==> src/rtl/mhws_ram.sv <==
// Generic single-clock RAM: one write port, one read port with registered read data.
// No dependencies.
module mhws_ram #(
   parameter int WIDTH  = 32,
   parameter int DEPTH  = 64,
   parameter int ADDR_W = (DEPTH > 1) ? $clog2(DEPTH) : 1
) (
   input  logic              clock,
   input  logic              wr_en,
   input  logic [ADDR_W-1:0] wr_addr,
   input  logic [WIDTH-1:0]  wr_data,
   input  logic [ADDR_W-1:0] rd_addr,
   output logic [WIDTH-1:0]  rd_data
);

   logic [WIDTH-1:0] mem_ff [DEPTH];
   logic [WIDTH-1:0] rd_data_ff;

   always_ff @(posedge clock) begin
      if (wr_en) begin
         mem_ff[wr_addr] <= wr_data;
      end
      rd_data_ff <= mem_ff[rd_addr];
   end

   assign rd_data = rd_data_ff;

endmodule

==> config.mk <==
export PLATFORM = sky130hd
export DESIGN_NAME = mhws_ram
export DESIGN_NICKNAME = d
export VERILOG_FILES = /design/src/rtl/mhws_ram.sv
export SDC_FILE = /design/constraint.sdc
export NUM_CORES = 2
export LEC_CHECK = 0
export BUFFER_PORTS_ARGS = -buffer_cell sky130_fd_sc_hd__buf_4
export CORE_MARGIN = 4
export CORE_UTILIZATION = 63
export CTS_BUF_LIST = sky130_fd_sc_hd__clkbuf_16
export DETAILED_ROUTE_END_ITERATION = 6
export GPL_ROUTABILITY_DRIVEN = 0
export PLACE_DENSITY = 0.79
export SYNTH_ARGS = -nofsm -noshare
export SYNTH_HDL_FRONTEND = slang
export SYNTH_SLANG_ARGS = --single-unit
==> constraint.sdc <==
create_clock -name clock -period 4.7 [get_ports clock]
set_clock_uncertainty 0.15 [all_clocks]
set_input_delay 0.705 -clock clock [delete_from_list [all_inputs] [get_ports clock]]
set_output_delay 0.705 -clock clock [all_outputs]
set_load 0.01 [all_outputs]
# Yosys cells after proc, flatten, opt, wreduce, memory -nomap -nowiden
# Memories as Yosys holds them, arrays and structs flattened. A register that Yosys moved wholly into a read port is not among the register bits.
# Index checks and enable logic that the tools add are counted.
[totals] register_bits=0 mem_bits_rw=2048 input_bits=46 memories=1
[mem_list] name="mem_ff" words=64 width=32 rd=1 rd_clocked_by_memory_dff=1 write_ports=1 line_no="16" source="logic [WIDTH-1:0] mem_ff [DEPTH];"
[op_classes] n_mux=2
[ops] op="2-to-1 mux 1 bit" n=2

# Depth between registers and ports, before layout
[depth] ltp_word=2 mapped_depth=10 depth_no_buf=5

# Worst setup path before layout
# Ideal clock, no wire load.
[synth_timing] path_kind="input-to-reg" from="input port wr_addr[3]" to="memory mem_ff[48][0], enable pin" setup_ps=461 arrival_time_ps=3404 path_slack_ps=685 path_stages=4 n_path_buf=1 cell_sequence="clkbuf_1 > nor2b_1 > nand4b_1 > nor3_1"
[synth_lines] element="from (decl)" line_no="10" source="input logic [ADDR_W-1:0] wr_addr,"
[synth_lines] element="to (decl)" line_no="16"
# Straight into the memory's write port.

==> results_tabular.tex <==
\begin{tabular}{lr}
\hline
Metric & Value \\
\hline
\multicolumn{2}{l}{\textbf{Outcome}} \\
\quad Status & finished, violations left \\
\quad Violated checks & design-rule violations \\
\multicolumn{2}{l}{\textbf{Clock tree}} \\
\quad Clock tree from TritonCTS & yes \\
\quad Clock input transition at the sequential cells of the worst setup and hold paths & 70 ps \\
\quad Clk Tree Root Cell & sky130\_fd\_sc\_hd\_\_clkbuf\_16 \\
\quad Post-CTS Setup Bufs & 0 \\
\quad Clock buffer depth & 3 \\
\quad Clock latency on the worst-skew pair & 830 ps \\
\quad Quantity of gates resized following cts & 0 \\
\quad Number of H-tree levels & 4 \\
\quad Cts bufs inserted & 194 \\
\quad Clock sink count & 2080 \\
\quad Number of hold-repair buffers added at the cts stage & 0 \\
\multicolumn{2}{l}{\textbf{Critical path}} \\
\quad Worst r2r path cells & 5 \\
\quad Source of the critical timing path & rd\_addr[3] \\
\quad Slack of the worst reg-to-reg path & 1820 ps \\
\quad Number of buffers and inverters on the critical path & 3 \\
\quad Type of element launching the critical path & input port \\
\quad Category of the worst setup path capture point & flip-flop \\
\quad Cell breakdown of the critical path & buf\_4 > buf\_4 > nand2\_1 > buf\_4 > o22ai\_1 > nor2\_1 > a21oi\_1 > nor2\_1 \\
\quad Maximum fanout along the worst path & 30 \\
\quad Largest delay share family, worst path & buffers and inverters \\
\quad Slowest CP cell & sky130\_fd\_sc\_hd\_\_a21oi\_1 \\
\quad Critical path's largest stage delay & 740 ps \\
\quad Endpoint of the worst-slack reg-to-reg timing path & rd\_data[25] \\
\quad Data arrival at the endpoint of the critical path & 3910 ps \\
\quad Endpoint of the worst setup timing path & rd\_data[24] \\
\quad Data required time at the worst endpoint & 5220 ps \\
\quad Crit path kind & input port to flip-flop \\
\quad Most common cell on crit path & sky130\_fd\_sc\_hd\_\_buf\_4 \\
\quad Logic depth of the worst setup path including buffers & 8 \\
\quad R2r startpoint & mem\_ff[46][25] \\
\multicolumn{2}{l}{\textbf{STA}} \\
\quad Final critical-path required period & 3390 ps \\
\quad Worst slew margin relative to its limit & 0.244 \\
\quad F\_max & 295 MHz \\
\quad Final worst-path cycle share & 0.722 \\
\quad Actual slew at the worst max-slew pin & 1130 ps \\
\quad Total setup violations reported at the end of the flow & 0 \\
\quad Endpoints failing hold & 0 \\
\quad Max Slew Vio Count & 0 \\
\quad RSZ-0062 raised after global routing & no \\
\quad Total negative slack for setup checks & 0 ps \\
\multicolumn{2}{l}{\textbf{Yosys}} \\
\quad Share of flip-flops with an asynchronous set or reset & 0 \\
\quad Share of the yosys chip area belonging to registers & 0.791 \\
\quad Post-synth cell types & 34 \\
\quad Count of flip-flops with a built-in enable after synthesis & 2048 \\
\quad Flip-flop and latch count after synthesis & 2080 \\
\quad Synth cell count leaders & sky130\_fd\_sc\_hd\_\_edfxtp\_1, sky130\_fd\_sc\_hd\_\_mux4\_2, sky130\_fd\_sc\_hd\_\_nor2\_1 \\
\quad Largest area contributor in the synthesized netlist & sky130\_fd\_sc\_hd\_\_edfxtp\_1 \\
\quad Share of the synthesized area in the top cell type & 0.783 \\
\quad Synthesized netlist net count & 3370 \\
\quad Average instance area after synthesis & 23.6 um2 \\
\quad Dominant synthesized flop cell & sky130\_fd\_sc\_hd\_\_edfxtp\_1 \\
\quad Gate Count Post-Synth & 3324 \\
\quad Count leader, synth & sky130\_fd\_sc\_hd\_\_edfxtp\_1 \\
\quad Post-synthesis instance area & 78500 um2 \\
\quad Cell types with the largest area share after synthesis & sky130\_fd\_sc\_hd\_\_edfxtp\_1, sky130\_fd\_sc\_hd\_\_mux4\_2, sky130\_fd\_sc\_hd\_\_mux2i\_1, sky130\_fd\_sc\_hd\_\_dfxtp\_1, sky130\_fd\_sc\_hd\_\_o22ai\_1 \\
\quad Syn. warnings & 0 \\
\multicolumn{2}{l}{\textbf{Hold path}} \\
\quad Beginning of the worst hold path & wr\_data[30] \\
\quad Hold Crit Class & input port to flip-flop \\
\multicolumn{2}{l}{\textbf{Floorplanning}} \\
\quad Number of rows created at floorplan & 129 \\
\quad Floorplan die height & 361 um \\
\quad Area inside the core boundary & 124000 um2 \\
\quad Horizontal die dimension & 361 um \\
\quad Number of ports placed on the die boundary & 78 \\
\quad Initial Util & 0.634 \\
\quad Die outline area & 130000 um2 \\
\multicolumn{2}{l}{\textbf{Power}} \\
\quad Power per Cell Area & 426 nW/um2 \\
\quad Peak VDD IR & 0.000413 V \\
\quad Lkg Pwr & 27.7 nW \\
\multicolumn{2}{l}{\textbf{Drt}} \\
\quad Post-DR wirelength/cell & 39.3 um \\
\quad Antenna-violating nets left & 0 \\
\quad Drt via density & 7.34 \\
\quad First-pass iteration count of the detailed router & 7 \\
\quad Via total after detailed routing & 39430 \\
\quad Detailed Route WL & 211 mm \\
\quad DR DRC count & 4 \\
\quad Iteration-0 DRC Markers & 7068 \\
\multicolumn{2}{l}{\textbf{Finish}} \\
\quad Final non-filler cell total & 5373 \\
\quad Count of fill cells added during filler insertion & 6587 \\
\quad Area grow syn2layout & 12.4\% \\
\quad Layout cells sized above 1 & 0.295 \\
\quad Final layout net count & 3611 \\
\multicolumn{2}{l}{\textbf{Global route}} \\
\quad Leftover overflow at the end of global routing & 0 \\
\quad Number of antenna violations at the first check in global routing & 11 \\
\quad Number of global-route vias before repair & 40083 \\
\quad GR Util All Layers & 0.329 \\
\quad Global-route wire length before repair & 300 mm \\
\quad Pin count of the biggest net entering global routing & 80 \\
\multicolumn{2}{l}{\textbf{Placement}} \\
\quad Estimated wirelength of the detail-placed design & 110 mm \\
\quad Port Buf Inserts & 77 \\
\quad Number of placed instances with taps included & 5006 \\
\multicolumn{2}{l}{\textbf{Flow run}} \\
\quad Max-Cap Viols & 0 \\
\hline
\end{tabular}
## cells in the final DEF, fill, tap and decap left out, types with 4 or more instances in the layout
| cell | instances |
|---|---|
| sky130_fd_sc_hd__a22oi_1 | 12 |
| sky130_fd_sc_hd__clkinv_2 | 25 |
| sky130_fd_sc_hd__and3_1 | 4 |
| sky130_fd_sc_hd__o32ai_1 | 4 |
| sky130_fd_sc_hd__clkinv_1 | 48 |
| sky130_fd_sc_hd__inv_1 | 52 |
| sky130_fd_sc_hd__a311oi_1 | 8 |
| sky130_fd_sc_hd__buf_4 | 197 |
| sky130_fd_sc_hd__bufinv_16 | 11 |
| sky130_fd_sc_hd__o22ai_1 | 84 |
| sky130_fd_sc_hd__a21oi_1 | 62 |
| sky130_fd_sc_hd__nand3_1 | 5 |
| sky130_fd_sc_hd__mux2i_1 | 93 |
| sky130_fd_sc_hd__clkinvlp_4 | 11 |
| sky130_fd_sc_hd__nand3b_1 | 5 |
| sky130_fd_sc_hd__clkinv_8 | 4 |
| sky130_fd_sc_hd__edfxtp_1 | 2048 |
| sky130_fd_sc_hd__nor2b_1 | 14 |
| sky130_fd_sc_hd__nand2b_1 | 7 |
| sky130_fd_sc_hd__nor3_1 | 5 |
| sky130_fd_sc_hd__mux4_2 | 544 |
| sky130_fd_sc_hd__a41o_1 | 4 |
| sky130_fd_sc_hd__clkbuf_16 | 197 |
| sky130_fd_sc_hd__nand2_1 | 26 |
| sky130_fd_sc_hd__nor2_4 | 62 |
| sky130_fd_sc_hd__o221ai_1 | 27 |
| sky130_fd_sc_hd__diode_2 | 7 |
| sky130_fd_sc_hd__dfxtp_1 | 32 |
| sky130_fd_sc_hd__nor2_1 | 75 |
| sky130_fd_sc_hd__inv_6 | 8 |
| sky130_fd_sc_hd__buf_12 | 27 |
## sequential cells by signal (all words and copies together), names as in the netlist
name     cells
mem_ff    2048
rd_data     32
## worst register-to-register path: cells and delay by family, from the launching register on
family,cells,cell delay [ps]
compound gates,2,1130
flops,1,400
mux,2,960
simple gates,1,90
## how the worst min path moves through the flow
stage,to,slack [ps],depth (start not counted)
finish,mem_ff[33][30],290,1
global route,mem_ff[33][30],290,1
CTS,mem_ff[33][30],240,1
detailed placement,rd_data[17],670,4
global placement,rd_data[20],660,4
floorplan,rd_data[17],510,4
## through the flow
step                 util  hold WS [ps]  power (W)  instance area [um2]  setup slack (ps)
detailed placement  0.664           666     0.0229                82200               627
CTS                 0.713           245     0.0376                88200              1450
finish              0.713           287     0.0376                88300              1310
global route        0.713           286     0.0386                88200              1250
global placement    0.664           660     0.0228                82200               664
floorplan               -           513     0.0220                78500               685
## kinds of logic after synthesis
group,share of synthesized area
AOI/OAI and AO/OA,0.0167
buffers and inverters,0.0113
DFF,0.791
muxes,0.168
and+or+nand+nor,0.0127
## cell type report
type | count | area, um2 | share of cell area
Sequential cell | 2080 | 62100 | 0.704
Multi-Input combinational cell | 1062 | 16000 | 0.181
Clock buffer | 197 | 4930 | 0.0559
Timing Repair Buffer | 227 | 2060 | 0.0234
Tap cell | 1637 | 2050 | 0.0232
Clock inverter | 163 | 1090 | 0.0123
Antenna cell | 7 | 17.5 | 0.000198
## routing by layer
metal  wire length [um]  share of wire  vias up  track usage
met3              26900           0.13      641       0.0733
li1                   -              -    14752            -
met5                 28        0.00013        -            0
met1              69000           0.33    20445        0.442
met2             105000           0.50     3588        0.532
met4              10600          0.050        4        0.143
## power breakdown
part	switching [W]	internal (W)	total (W)
logic	0.00125	0.000724	0.00197
clock network	0.00677	0.00820	0.0150
registers	0.0000923	0.0205	0.0206
Power figures use the tool's default switching activity.
